==> src/lookup2_byte_stream_hash_macros.svh <==
`ifndef LOOKUP2_BYTE_STREAM_HASH_MACROS_SVH
`define LOOKUP2_BYTE_STREAM_HASH_MACROS_SVH

// Implication that must hold at every clock edge once reset is released.
`define LH2_ASSERT_IMPL(label, clk, rst_n, ante, cons) \
	label: assert property (@(posedge clk) disable iff (!rst_n) (ante) |-> (cons)) \
		else $error("lh2: implication check failed");

// Invariant that must hold at every clock edge once reset is released.
`define LH2_ASSERT_ALWAYS(label, clk, rst_n, cond) \
	label: assert property (@(posedge clk) disable iff (!rst_n) (cond)) \
		else $error("lh2: invariant check failed");

`endif

==> src/lh2_pkg.sv <==
package lh2_pkg;

	// Golden ratio constant that seeds mix words a and b.
	localparam logic [31:0] GOLDEN = 32'h9e37_79b9;

	// Configuration reset values.
	localparam logic [31:0] SEED_RESET       = 32'd23312819;
	localparam logic [5:0]  INDEX_BITS_RESET = 6'd10;

	// Configuration register indexes.
	localparam int                     CFG_INDEX_W    = 2;
	localparam logic [CFG_INDEX_W-1:0] REG_SEED       = 2'd0;
	localparam logic [CFG_INDEX_W-1:0] REG_INDEX_BITS = 2'd1;

	// Position of the byte that completes a 12-byte block.
	localparam logic [3:0] BLOCK_LAST = 4'd11;

	// One mix row per pipeline stage.
	localparam int MIX_STAGES = 9;

	// Default number of result entries the output queue can hold.
	localparam int OUT_DEPTH = 32;

	typedef struct packed {
		logic [7:0] data_byte;
		logic       byte_present;
		logic       last_item;
	} key_item_t;

	typedef struct packed {
		logic [31:0] a;
		logic [31:0] b;
		logic [31:0] c;
	} mix_word_t;

	// A job in the mix pipeline: a block mix or the final mix of a key.
	typedef struct packed {
		logic      vld;
		logic      fin;
		mix_word_t w;
	} mix_job_t;

	// One row of the lookup2 mix. Each row updates a single word from the other two.
	function automatic mix_word_t mix_row(input mix_word_t w, input int unsigned row);
		mix_word_t r;
		r = w;
		unique case (row)
			0: r.a = (w.a - w.b - w.c) ^ (w.c >> 13);
			1: r.b = (w.b - w.c - w.a) ^ (w.a << 8);
			2: r.c = (w.c - w.a - w.b) ^ (w.b >> 13);
			3: r.a = (w.a - w.b - w.c) ^ (w.c >> 12);
			4: r.b = (w.b - w.c - w.a) ^ (w.a << 16);
			5: r.c = (w.c - w.a - w.b) ^ (w.b >> 5);
			6: r.a = (w.a - w.b - w.c) ^ (w.c >> 3);
			7: r.b = (w.b - w.c - w.a) ^ (w.a << 10);
			8: r.c = (w.c - w.a - w.b) ^ (w.b >> 15);
			default: r = w;
		endcase
		return r;
	endfunction

endpackage

==> src/lh2_mixpipe.sv <==
module lh2_mixpipe import lh2_pkg::*; (
	input  logic     clk,
	input  logic     arst_n,
	input  mix_job_t issue,
	output mix_job_t result
);

	mix_word_t word_s [MIX_STAGES];
	logic      vld_s  [MIX_STAGES];
	logic      fin_s  [MIX_STAGES];

	// Each stage applies one mix row; the job tag travels alongside.
	for (genvar k = 0; k < MIX_STAGES; k++) begin : g_stage
		mix_word_t w_in;
		logic      v_in;
		logic      f_in;

		if (k == 0) begin : g_head
			assign w_in = issue.w;
			assign v_in = issue.vld;
			assign f_in = issue.fin;
		end else begin : g_body
			assign w_in = word_s[k-1];
			assign v_in = vld_s[k-1];
			assign f_in = fin_s[k-1];
		end

		always_ff @(posedge clk) begin
			word_s[k] <= mix_row(w_in, k);
		end

		always_ff @(posedge clk or negedge arst_n) begin
			if (!arst_n) begin
				vld_s[k] <= 1'b0;
				fin_s[k] <= 1'b0;
			end else begin
				vld_s[k] <= v_in;
				fin_s[k] <= f_in;
			end
		end
	end

	assign result.vld = vld_s[MIX_STAGES-1];
	assign result.fin = fin_s[MIX_STAGES-1];
	assign result.w   = word_s[MIX_STAGES-1];

endmodule

==> config.mk <==
export PLATFORM = sky130hd
export DESIGN_NAME = lh2_mixpipe
export DESIGN_NICKNAME = d
export VERILOG_FILES = /design/src/lookup2_byte_stream_hash_macros.svh /design/src/lh2_pkg.sv /design/src/lh2_mixpipe.sv
export SDC_FILE = /design/constraint.sdc
export NUM_CORES = 2
export LEC_CHECK = 0
export BUFFER_PORTS_ARGS = -buffer_cell sky130_fd_sc_hd__buf_2
export CORE_MARGIN = 2
export CORE_UTILIZATION = 30
export DETAILED_ROUTE_END_ITERATION = 7
export GPL_TIMING_DRIVEN = 1
export PLACE_DENSITY = 0.55
export SETUP_SLACK_MARGIN = 0.15
export SKIP_CTS_REPAIR_TIMING = 1
export SLEW_MARGIN = 30
export SYNTH_ARGS = -nofsm -noshare
export SYNTH_HDL_FRONTEND = slang
export SYNTH_SLANG_ARGS = --single-unit
==> constraint.sdc <==
create_clock -name clk -period 8 [get_ports clk]
set_input_delay 0.8 -clock clk [delete_from_list [all_inputs] [get_ports clk]]
set_output_delay 0.8 -clock clk [all_outputs]
set_load 0.1 [all_outputs]
* Yosys cells after proc, flatten, opt, wreduce, memory -nomap -nowiden
Memory sizes are Yosys's and may differ from the RTL's.
Index checks and enable logic that the tools add are counted.
** Word-level totals
- Input bits :: 100
- Memories kept :: 1
- Word-level logic and storage cells :: 46
- RAM bits :: 864
- Bits in registers :: 18
- Output and inout bits :: 98
** Memories
- word_s :: depth 9, bits a word 96, read ports 9, clocked after memory_dff 0, write ports 9, line lh2_mixpipe.sv:8 : mix_word_t word_s [MIX_STAGES];
** Operators by class
- Bitwise logic cells :: 9
- Add/subtract/negate cells :: 18
** Operators with widths (count)
- 32-bit subtractor :: 18
- 32-bit bitwise XOR :: 3
- 32-bit by 19-bit bitwise XOR with 32-bit output :: 2
- 32-bit by 17-bit bitwise XOR with 32-bit output :: 1
- 32-bit by 20-bit bitwise XOR with 32-bit output :: 1
- 32-bit by 27-bit bitwise XOR with 32-bit output :: 1
- 32-bit by 29-bit bitwise XOR with 32-bit output :: 1

* Longest topological paths before layout
- Word-level depth :: 3
- Gate-level depth with buffers :: 13
- Gate-level depth less buffers :: 13

* Worst setup path after synthesis
OpenSTA, ideal clock, no wires.
- Path kind :: input -> register
- Start :: in issue[15] (netlist name)
- End :: mem word_s[0][90] (netlist name)
- Stages on the path :: 13
- Slack :: 4.540 ns
- Arrival :: 3.324 ns
- Required time :: 7.864 ns
- Library setup time :: 0.136 ns
- Cell sequence :: inv_1 fa_1 ha_1 buf_2 a21o_1 a21o_1 a21oi_1 o21ai_0 nor4_1 o31ai_2 a21oi_2 o41ai_1 xor2_1
** RTL lines
- start: declaration :: line lh2_mixpipe.sv:4 : input mix_job_t issue,
- end: declaration :: line lh2_mixpipe.sv:8

==> results by group <==
Layout
  • Share of cells above drive strength 1: 9.664%
  • Layout area overhead: 15.64%
  • Most frequent cells in the layout: dfxtp_1 (864), inv_1 (628), xnor2_1 (359)
  • # nets final: 4731
  • Ant diodes: 0
  • Filler instances: ~14000
  • Most common cell after layout, fill and taps aside: dfxtp_1

Routing
  • DRT antenna net count: 0
  • DRC: 0
  • TritonRoute pass-1 iters: 6
  • Vias: 25390
  • Drt initial violations: 1366
  • Drt total wl: 93090 um
  • Routed wire per std cell: 15.72 um
  • Via-to-Cell Ratio: 4.289

Timing
  • TNS Setup: 0 ns
  • # setup viols final: 0
  • Worst slew pin tran: 0.9215 ns
  • Unrepaired setup endpoints after global routing: no
  • Max_slew headroom: a little under two fifths
  • Fin. Hold Viols: 0
  • Fmax: 0.2726 GHz
  • Fin Clk Skew: 0.02068 ns
  • Final Cycle Share: 45.85%
  • Pins Over Slew Limit: 0
  • Tmin final: around 3.7 ns

Global routing
  • Largest net degree at the start of global routing: 19
  • Vias in the first global route: roughly 26000
  • Initial antenna violation count: 0
  • Remaining Overflow, GRT: 0
  • Global Route Usage Sum: 13.36%
  • First-pass GRT wire length: approximately 150000 um

Synthesis
  • Yosys warns: 0
  • Post-synth EDFFs: 0
  • Sequential share of the synthesized area: a little over two fifths
  • Mapped cell area: 40780 um2
  • Seq cells post-synth: a little under 900
  • Top FF cell, synth: dfxtp_1
  • Top-area cell type share of the netlist area: 42.42%
  • Cell variety after synth: approximately 80
  • Synth area leaders: dfxtp_1 (42%), fa_1 (13%), ha_1 (9.1%)
  • Cell taking the most area after synthesis: dfxtp_1
  • Gate Count Post-Synth: 3793
  • Async SR Flop Fraction: 2.041%
  • Synthesized area per cell: 10.75 um2
  • Synth Net Count: approximately 4500

Clock tree
  • Skew-Pair Late Insertion Delay: 0.68 ns
  • TritonCTS Buffers: 95
  • CTS sink count: just under 900
  • CTS root buf: clkbuf_16
  • CTS Buffer Depth: 3
  • H-tree levels: 3
  • Reg clk slew, reported paths: 0.06 ns
  • CTS tree: done

Worst setup path
  • Worst Path Max Fanout: 7
  • CP cell instances: inv_1 -> fa_1 -> ha_1 -> nand3_1 -> nor4_1 -> a211oi_1 -> a211o_1 -> o31a_1 -> o21ai_1 -> a21oi_1 -> xnor2_1
  • R2R cell count: 11
  • CP Launch Point: word_s[0][205]$_DFF_P_
  • Critical path endpoint category: register
  • Worst r2r src: word_s[0][205]$_DFF_P_
  • Worst endpoint required time: 8.55 ns
  • Crit path to: word_s[0][383]$_DFF_P_
  • Data arrival time of the critical path: 4.22 ns
  • Reg2reg end: word_s[0][383]$_DFF_P_
  • R2R Setup Slk: between 4 and 5 ns
  • Crit path kind: reg2reg
  • Critical path's largest stage delay: around 0.48 ns
  • Slowest cell on the critical path: fa_1
  • Crit path launch type: register

Status
  • Status: complete, no violations

Placement
  • RePlAce Congestion: 0.8199
  • IO Port Bufs: just under 200
  • Detailed Place HPWL: 76780 um

Floorplanning
  • DIE AREA: roughly 140000 um2
  • # IOs: roughly 200
  • Core Area: 135100 um2
  • Starting Density: 30.18%
  • Standard-cell rows: between 100 and 150
  • Die H: 372.7 um
  • Width of the chip: 372.7 um

Worst hold path
  • Worst Hold Class: in2async

Run
  • Max Cap Viol: 0
-- area by class of cell --
type                       instances  area, um2  share of cell area [%]
clock buffer                     120       2621                   5.559
clock inverter                    55      638.1                   1.353
tap                             1781       2228                   4.726
timing repair buffer             198      993.5                   2.107
sequential                       882      17750                   37.64
inverter                         628       2357                   4.999
multi-input combinational       2256      20570                   43.62
-- flip-flops by register name, summed over array words and instances, names as in the netlist --
signal and flops:
word_s 864, g_stage.f_in 8, g_stage.v_in 8, result 2
-- metal layers --
| metal | track usage [%] | vias to the layer above | wire (um) |
|---|---|---|---|
| met1 | 18.10 | 11770 | 45500 |
| li1 | - | 12880 | - |
| met3 | 1.995 | 173 | 3666 |
| met2 | 21.26 | 571 | 40480 |
| met5 | 0 | - | 0 |
| met4 | 5.492 | 0 | 3443 |
-- worst min-delay path by stage --
stage | from | to | depth (start not counted)
finish | arst_n | g_stage[5].v_in$_DFF_PN0_ | 1
global route | arst_n | g_stage[6].f_in$_DFF_PN0_ | 1
CTS | arst_n | g_stage[6].f_in$_DFF_PN0_ | 1
detailed placement | g_stage[1].v_in$_DFF_PN0_ | g_stage[2].v_in$_DFF_PN0_ | 0
global placement | g_stage[3].f_in$_DFF_PN0_ | g_stage[4].f_in$_DFF_PN0_ | 0
floorplan | word_s[0][4]$_DFF_P_ | word_s[0][100]$_DFF_P_ | 0
-- per-stage QoR --
stage	hold WS [ns]	instance area (um2)	std cells	utilization, %	worst slack, ns
final	0.04996	47150	5920	34.90	4.332
after global routing	0.05286	47150	5920	34.90	4.002
after CTS	-0.004533	47150	5920	34.90	4.334
after detailed placement	0.3347	43890	5745	32.48	3.685
after global placement	0.3315	43890	5745	32.48	3.730
after floorplan	0.3308	40780	3793	-	4.540
-- critical path, delay by kind of cell (launching register included) --
kind / cells / cell delay [ns]
buf+inv: 1 / 0.10
xor+xnor: 1 / 0.13
simple gates: 2 / 0.62
compound gates: 5 / 1.30
fa+ha+maj: 2 / 0.93
flops: 1 / 0.45
-- Yosys cell counts, drive strengths merged, types with 17 or more instances --
master and count:
a21o 164, o21bai 29, xor2 136, o21a 24, fa 273, nand2 141, nor2 92, xnor2 359
nor2b 18, a31oi 31, ha 297, nand3 39, nor3 21, inv 628, and3 21, a211oi 17
clkbuf 25, o21ai 123, nand4 29, dfrtp 18, nand2b 21, a21oi 265, dfxtp 864
-- cells by family (layout without fill, tap and decap cells) --
group,Yosys count,in the layout,share of synthesized area [%]
buffers and inverters,655,1001,6.038
xor gates and xnor gates,495,495,10.63
adders and majority gates,570,570,22.52
and+or+nand+nor,428,428,5.026
DFF,882,882,43.52
AOI/OAI and AO/OA,763,763,12.27
Power is left out: the tool's default activity adds up to more than one toggle a clock period on the data nets, which glitch-free logic cannot reach.
