===== config.mk =====
export PLATFORM = sky130hd
export DESIGN_NAME = lh2_out_fifo
export DESIGN_NICKNAME = d
export VERILOG_FILES = /design/src/lh2_pkg.sv /design/src/lh2_out_fifo.sv
export VERILOG_INCLUDE_DIRS = /design/src /design/src/src
export SDC_FILE = /design/constraint.sdc
export NUM_CORES = 1
export LEC_CHECK = 0
export BUFFER_PORTS_ARGS = -buffer_cell sky130_fd_sc_hd__buf_4
export CORE_MARGIN = 2
export CORE_UTILIZATION = 30
export DETAILED_ROUTE_END_ITERATION = 10
export GPL_TIMING_DRIVEN = 0
export PLACE_DENSITY_LB_ADDON = 0.15
export REMOVE_ABC_BUFFERS = 1
export SKIP_LAST_GASP = 1
export SYNTH_ARGS = -nofsm -noshare
export SYNTH_HDL_FRONTEND = slang
export SYNTH_SLANG_ARGS = --single-unit

===== constraint.sdc =====
create_clock -name clk -period 3.99 [get_ports clk]
set_input_delay 0.1995 -clock clk [delete_from_list [all_inputs] [get_ports clk]]
set_output_delay 0.1995 -clock clk [all_outputs]
set_load 0.01 [all_outputs]

===== src/lookup2_byte_stream_hash_macros.svh =====
`ifndef LOOKUP2_BYTE_STREAM_HASH_MACROS_SVH
`define LOOKUP2_BYTE_STREAM_HASH_MACROS_SVH

// Implication that must hold at every clock edge once reset is released.
`define LH2_ASSERT_IMPL(label, clk, rst_n, ante, cons) \
	label: assert property (@(posedge clk) disable iff (!rst_n) (ante) |-> (cons)) \
		else $error("lh2: implication check failed");

// Invariant that must hold at every clock edge once reset is released.
`define LH2_ASSERT_ALWAYS(label, clk, rst_n, cond) \
	label: assert property (@(posedge clk) disable iff (!rst_n) (cond)) \
		else $error("lh2: invariant check failed");

`endif


===== src/lh2_pkg.sv =====
package lh2_pkg;

	// Golden ratio constant that seeds mix words a and b.
	localparam logic [31:0] GOLDEN = 32'h9e37_79b9;

	// Configuration reset values.
	localparam logic [31:0] SEED_RESET       = 32'd23312819;
	localparam logic [5:0]  INDEX_BITS_RESET = 6'd10;

	// Configuration register indexes.
	localparam int                     CFG_INDEX_W    = 2;
	localparam logic [CFG_INDEX_W-1:0] REG_SEED       = 2'd0;
	localparam logic [CFG_INDEX_W-1:0] REG_INDEX_BITS = 2'd1;

	// Position of the byte that completes a 12-byte block.
	localparam logic [3:0] BLOCK_LAST = 4'd11;

	// One mix row per pipeline stage.
	localparam int MIX_STAGES = 9;

	// Default number of result entries the output queue can hold.
	localparam int OUT_DEPTH = 32;

	typedef struct packed {
		logic [7:0] data_byte;
		logic       byte_present;
		logic       last_item;
	} key_item_t;

	typedef struct packed {
		logic [31:0] a;
		logic [31:0] b;
		logic [31:0] c;
	} mix_word_t;

	// A job in the mix pipeline: a block mix or the final mix of a key.
	typedef struct packed {
		logic      vld;
		logic      fin;
		mix_word_t w;
	} mix_job_t;

	// One row of the lookup2 mix. Each row updates a single word from the other two.
	function automatic mix_word_t mix_row(input mix_word_t w, input int unsigned row);
		mix_word_t r;
		r = w;
		unique case (row)
			0: r.a = (w.a - w.b - w.c) ^ (w.c >> 13);
			1: r.b = (w.b - w.c - w.a) ^ (w.a << 8);
			2: r.c = (w.c - w.a - w.b) ^ (w.b >> 13);
			3: r.a = (w.a - w.b - w.c) ^ (w.c >> 12);
			4: r.b = (w.b - w.c - w.a) ^ (w.a << 16);
			5: r.c = (w.c - w.a - w.b) ^ (w.b >> 5);
			6: r.a = (w.a - w.b - w.c) ^ (w.c >> 3);
			7: r.b = (w.b - w.c - w.a) ^ (w.a << 10);
			8: r.c = (w.c - w.a - w.b) ^ (w.b >> 15);
			default: r = w;
		endcase
		return r;
	endfunction

endpackage


===== src/lh2_out_fifo.sv =====
`include "lookup2_byte_stream_hash_macros.svh"

module lh2_out_fifo import lh2_pkg::*; #(
	parameter int DEPTH = OUT_DEPTH
) (
	input  logic        clk,
	input  logic        arst_n,
	input  logic        reserve,
	input  logic        push,
	input  logic [31:0] push_data,
	input  logic        pop,
	output logic        head_valid,
	output logic [31:0] head_data,
	output logic        can_reserve
);

	localparam int PTR_W = (DEPTH > 1) ? $clog2(DEPTH) : 1;
	localparam int CNT_W = $clog2(DEPTH + 1);

	logic [31:0]      mem_q [DEPTH];
	logic [PTR_W-1:0] wr_ptr_q;
	logic [PTR_W-1:0] rd_ptr_q;
	logic [CNT_W-1:0] fill_q;
	logic [CNT_W-1:0] credit_q;

	function automatic logic [PTR_W-1:0] ptr_inc(input logic [PTR_W-1:0] p);
		return (p == PTR_W'(DEPTH - 1)) ? '0 : p + PTR_W'(1);
	endfunction

	// Stored results.
	always_ff @(posedge clk) begin
		if (push) begin
			mem_q[wr_ptr_q] <= push_data;
		end
	end

	// Pointers, fill level and credits; a credit is held from the last beat of a key
	// until its hash leaves the queue.
	always_ff @(posedge clk or negedge arst_n) begin
		if (!arst_n) begin
			wr_ptr_q <= '0;
			rd_ptr_q <= '0;
			fill_q   <= '0;
			credit_q <= '0;
		end else begin
			if (push) begin
				wr_ptr_q <= ptr_inc(wr_ptr_q);
			end
			if (pop) begin
				rd_ptr_q <= ptr_inc(rd_ptr_q);
			end
			fill_q   <= fill_q + CNT_W'(push) - CNT_W'(pop);
			credit_q <= credit_q + CNT_W'(reserve) - CNT_W'(pop);
		end
	end

	assign head_valid  = fill_q != '0;
	assign head_data   = mem_q[rd_ptr_q];
	assign can_reserve = credit_q < CNT_W'(DEPTH);

	`LH2_ASSERT_IMPL(a_push_not_full, clk, arst_n, push, fill_q < CNT_W'(DEPTH))
	`LH2_ASSERT_ALWAYS(a_fill_within_credit, clk, arst_n, fill_q <= credit_q)

endmodule


Yosys cells after proc, flatten, opt, wreduce, memory -nomap -nowiden
Memory sizes are Yosys's and may differ from the RTL's.
Cells that the tools add are included.
W data, S select, Z words.
{"block": "op_classes", "addsub": 6, "n_lt_le_gt_ge": 1, "n_reduce_logical": 1, "eq_ne": 2, "n_mux": 4}
{"operator": "$add A6 B1 Y6", "count": 2}
{"operator": "$sub A6 B1 Y6", "count": 2}
{"operator": "$add A5 B1 Y5 const B", "count": 2}
{"operator": "$eq A5 B5 Y1 const B", "count": 2}
{"operator": "$mux W5", "count": 2}
{"operator": "$lt A6 B6 Y1 const B", "count": 1}
{"operator": "$reduce_bool A6 Y1", "count": 1}
{"operator": "$mux W1", "count": 2}
{"block": "totals", "mem_bits_rw": 1024, "regBits": 22, "memories": 1, "inputBits": 37, "word_cells": 19}
{"memory": "mem_q", "depth": 32, "width": 32, "rd": 1, "rd_clocked_by_memory_dff": 0, "write_ports": 1, "line": "lh2_out_fifo.sv:20", "text": "logic [31:0] mem_q [DEPTH];"}

Depth between registers and ports, before layout
{"block": "depth", "ltp_word": 2, "mapped_depth": 10}

Worst setup path after synthesis
OpenSTA, ideal clock, no wires.
{"block": "synth_path", "kind": "reg2reg", "start": "reg wr_ptr_q[0]", "end": "mem mem_q[8][0], enable pin", "path_slack_ns": 0.471, "t_arrival_ns": 3.058, "path_stages_with_launch": 5, "path_buffers": 0, "synth_period_minus_slack_ns": 3.519, "path_cell_list": "dfrtp_1 inv_1 ha_1 nand2_1 nor3_1"}
{"element": "from (decl)", "line": "lh2_out_fifo.sv:21", "text": "logic [PTR_W-1:0] wr_ptr_q;"}
{"element": "from (signal assigned)", "line": "lh2_out_fifo.sv:47", "text": "wr_ptr_q <= ptr_inc(wr_ptr_q);"}
{"element": "to (decl)", "line": "lh2_out_fifo.sv:20"}
No word-level cell before the write port.

Worst setup path after layout
{"block": "layout_path", "start": "reg rd_ptr_q[1]", "end": "out head_data[2]"}
{"block": "layout_via", "elab_chain_len": 1}
{"element": "from (decl)", "line": "lh2_out_fifo.sv:22", "text": "logic [PTR_W-1:0] rd_ptr_q;"}
{"element": "from (signal assigned)", "line": "lh2_out_fifo.sv:50", "text": "rd_ptr_q <= ptr_inc(rd_ptr_q);"}
{"element": "$mem_v2 Z32 W32"}
{"element": "to (decl)", "line": "lh2_out_fifo.sv:13", "text": "output logic [31:0] head_data,"}
No other way between the ends.

==> results.md <==
| Result | Reported |
|:---|:---|
| Remaining design rule violation count | 0 |
| Worst hold path type | in2reg |
| Power density normalized to cell area | 636 mW/mm^2 |
| Die area | 0.137 sq mm |
| Vertical die dimension | 370 um |
| Count of flip-flops with a built-in enable after synthesis | 1024 |
| Arrival time of the worst setup path | 3.53 ns |
| Critical path peak fanout | 34 |
| Post-synth top area share | 76.6% |
| TritonCTS clock tree | built |
| Max-cap violations | 0 |
| Number of buffers inserted during clock tree synthesis | 114 |
| GR Util All Layers | 16.2% |
| Sequential area share after synthesis | 78.0% |
| Data required time at the worst endpoint | 3.79 ns |
| P&R area growth vs syn | 21.6% |
| Number of top-level pins | 71 |
| Transition time at the pin with the least slew margin | 0.978 ns |
| Hold slack | 0.301 ns |
| Final setup violating endpoints | 0 |
| CORE AREA | 0.133 sq mm |
| Static leakage power | 15.7 nW |
| Critical path start-end classification | reg2out |
| Worst IR drop on VDD | 0.410 mV |
| Fraction of layout instances using a drive strength above 1 | 27.2% |
| RSZ-0062 raised after global routing | no |
| Maximum clock frequency | 268 MHz |
| Syn. warnings | 0 |
| Cells resized by post-CTS repair | 0 |
| Clock Tree Buf Depth | 3 |
| Port Buf Inserts | 70 |
| Wire length of the first global-routing pass | 157 mm |
| Std cell rows | 134 |
| Number of global-route vias before repair | 21035 |
| Post-synthesis cell type count | 38 |
| Placed cell area | 0.0448 sq mm |
| Post-synthesis cell count | 1852 |
| Width of the die | 370 um |
| Category of the worst setup path capture point | output port |
| Pin count of the biggest net entering global routing | 55 |
| Type of element launching the critical path | flip-flop |
| Slew Viols, Final | 0 |
| Total number of clock tree sinks | 1046 |
| Outcome | finished clean |
| RD Place Congestion | 0.698 |
| Clock Skew | 0.0218 ns |
| Top flip-flop cell by instance count after synthesis | sky130_fd_sc_hd__edfxtp_1 |
| Routed Wire Length | 110 mm |
| Worst max-slew margin expressed relative to the limit | 34.4% |
| Maximum level of the CTS H-tree | 3 |
| Synth async-reset ratio | 2.10% |
| Part of the cycle the worst path needs | 93.4% |
| Vias per Instance | 5.02 |
| Number of hold violations in the final report | 0 |
| Later-pin clock latency in the skew report | 0.69 ns |
| Register bit count reported by yosys | 1046 |
| Routed wirelength normalized by instance count | 27.8 um |
| Overall power | 31.0 mW |
| Number of vias in the routed layout | 19895 |
| Overflow after GRT | 0 |
| Total half-perimeter wirelength after legalization and detailed placement | 70.4 mm |
| Reg clk slew, reported paths | 0.06 ns |
| Final worst path period need | 3.73 ns |
| Master cell of the clock root buffer | sky130_fd_sc_hd__clkbuf_16 |
| Antenna violations before repair | 1 |
| Leading post-synthesis cells by cell area | sky130_fd_sc_hd__edfxtp_1 (77%), sky130_fd_sc_hd__mux4_2 (11%), sky130_fd_sc_hd__mux2i_1 (3.2%), sky130_fd_sc_hd__a22oi_1 (1.8%), sky130_fd_sc_hd__dfrtp_1 (1.4%) |
| Antenna diode count | 0 |
| Number of DRC violations after detailed-routing iteration 0 | 2004 |
| Post-layout nets | 2166 |
| Length of the first detailed-routing pass in iterations | 5 |
| Final cell area excluding filler cells | 0.0488 sq mm |
| Number of nets still failing antenna checks after routing | 0 |
| Cell type with the highest aggregate area in the netlist | sky130_fd_sc_hd__edfxtp_1 |
| Initial Utilization | 30.1% |
| Mapped Area | 0.0401 sq mm |
| Final total negative setup slack | 0 ns |
| Avg Inst Size Synth | 21.7 sq um |
| End-of-flow core utilization | 36.7% |
kinds of logic (layout without fill, tap and decap cells):
kind of cell	count (synthesis)	in the layout	synth area share, %
buf+inv	130	476	1.77
mux	324	324	14.1
flops	1046	1046	78.0
simple gates	75	76	0.898
compound gates	247	247	4.35
fa+ha+maj	23	23	0.755
xor+xnor	7	7	0.153
per-stage QoR:
stage / cells / setup WS (ns)
after global routing: 3967 / 0.0612
after floorplan: 1748 / -9.01
after CTS: 3966 / 0.0191
after global placement: 3586 / -15.60
after detailed placement: 3715 / 0.471
final: 3967 / 0.264
final timing paths:
| path | from | to | slack (ns) | cells past startpoint |
|---|---|---|---|---|
| max in group asynchronous | arst_n | rd_ptr_q[4]$_DFFE_PN0P_ | 3.31 | 4 |
| setup reg to reg | wr_ptr_q[0]$_DFFE_PN0P_ | mem_q[8][21]$_DFFE_PP_ | 1.00 | 8 |
| setup / recovery | rd_ptr_q[1]$_DFFE_PN0P_ | head_data[2] | 0.26 | 9 |
| min in group asynchronous | arst_n | credit_q[5]$_DFF_PN0_ | 0.50 | 4 |
| hold / removal | reserve | credit_q[0]$_DFF_PN0_ | 0.30 | 3 |
| hold reg to reg | credit_q[1]$_DFF_PN0_ | credit_q[1]$_DFF_PN0_ | 0.65 | 2 |
critical path, stage by stage, from the launching register on:
cell                       delay, ns
sky130_fd_sc_hd__dfrtp_4        0.72
sky130_fd_sc_hd__buf_16         0.30
sky130_fd_sc_hd__nand3b_1       0.31
sky130_fd_sc_hd__buf_8          0.21
sky130_fd_sc_hd__buf_8          0.20
sky130_fd_sc_hd__buf_8          0.16
sky130_fd_sc_hd__o22ai_1        0.09
sky130_fd_sc_hd__a211oi_1       0.43
sky130_fd_sc_hd__a22oi_1        0.20
sky130_fd_sc_hd__buf_4          0.19
layout make-up:
cell class / count / area, sq um
Clock inverter: 66 / 569
Sequential cell: 1046 / 31300
Tap cell: 1768 / 2210
Timing Repair Buffer: 241 / 3210
Fill cell: 12252 / 84300
Clock buffer: 143 / 3040
Multi-Input combinational cell: 677 / 8380
Inverter: 26 / 97.6
where the power goes:
part	total [mW]	switching, mW	internal (mW)
clock	10.2	4.22	5.99
sequential	13.1	0.389	12.7
combinational	7.72	4.47	3.26
total	31.0	9.08	21.9
repair_timing:
| item | CTS | global route |
|---|---|---|
| pin swaps | 0 | 1 |
| cloned | 1 | 0 |
| endpoints found under the setup margin | 16 | 2 |
| buffers inserted | 3 | 1 |
| hold endpoints to repair | 1058 | 0 |
| hold buffers | 38 | 0 |
registers in the layout, indices dropped and copies added, names as in the netlist:
register and flops:
credit_q 6, fill_q 6, mem_q 1024, rd_ptr_q 5, wr_ptr_q 5
layer usage:
metal	track usage, %	part of all wire [%]	wire [um]
met1	23.6	47	51400
met5	0	0.012	13
met4	3.93	2.2	2450
met3	2.72	4.6	5100
met2	25.1	47	51300
cells in the mapped netlist (2+ instances only):
cell type and instances:
sky130_fd_sc_hd__and3_1 3, sky130_fd_sc_hd__buf_4 12, sky130_fd_sc_hd__a211oi_1 32, sky130_fd_sc_hd__dfrtp_1 22, sky130_fd_sc_hd__nand2_1 9, sky130_fd_sc_hd__mux2i_1 129, sky130_fd_sc_hd__nor2_1 29, sky130_fd_sc_hd__edfxtp_1 1024
sky130_fd_sc_hd__o22ai_1 34, sky130_fd_sc_hd__fa_1 2, sky130_fd_sc_hd__nand3_1 7, sky130_fd_sc_hd__buf_6 19, sky130_fd_sc_hd__nor3b_1 3, sky130_fd_sc_hd__a22oi_1 96, sky130_fd_sc_hd__inv_1 26, sky130_fd_sc_hd__a21oi_1 38
sky130_fd_sc_hd__buf_2 28, sky130_fd_sc_hd__nand3b_1 4, sky130_fd_sc_hd__o221ai_1 32, sky130_fd_sc_hd__mux4_2 192, sky130_fd_sc_hd__xnor2_1 4, sky130_fd_sc_hd__mux2_2 3, sky130_fd_sc_hd__nor3_1 13, sky130_fd_sc_hd__nand2b_1 3
sky130_fd_sc_hd__clkbuf_1 44, sky130_fd_sc_hd__ha_1 21, sky130_fd_sc_hd__o21ai_0 8, sky130_fd_sc_hd__xor2_1 3, sky130_fd_sc_hd__a21o_1 3
cells in the final DEF, fill, tap and decap left out, drive strengths merged, types with 32 or more instances in the layout:
| cell type | instances |
|---|---|
| edfxtp | 1024 |
| clkbuf | 143 |
| a21oi | 38 |
| a211oi | 33 |
| clkinv | 51 |
| mux2i | 129 |
| mux4 | 192 |
| o22ai | 34 |
| dlygate4sd3 | 37 |
| buf | 204 |
| a22oi | 96 |
| o221ai | 32 |
No activity file was read; power rests on OpenSTA's default activity.
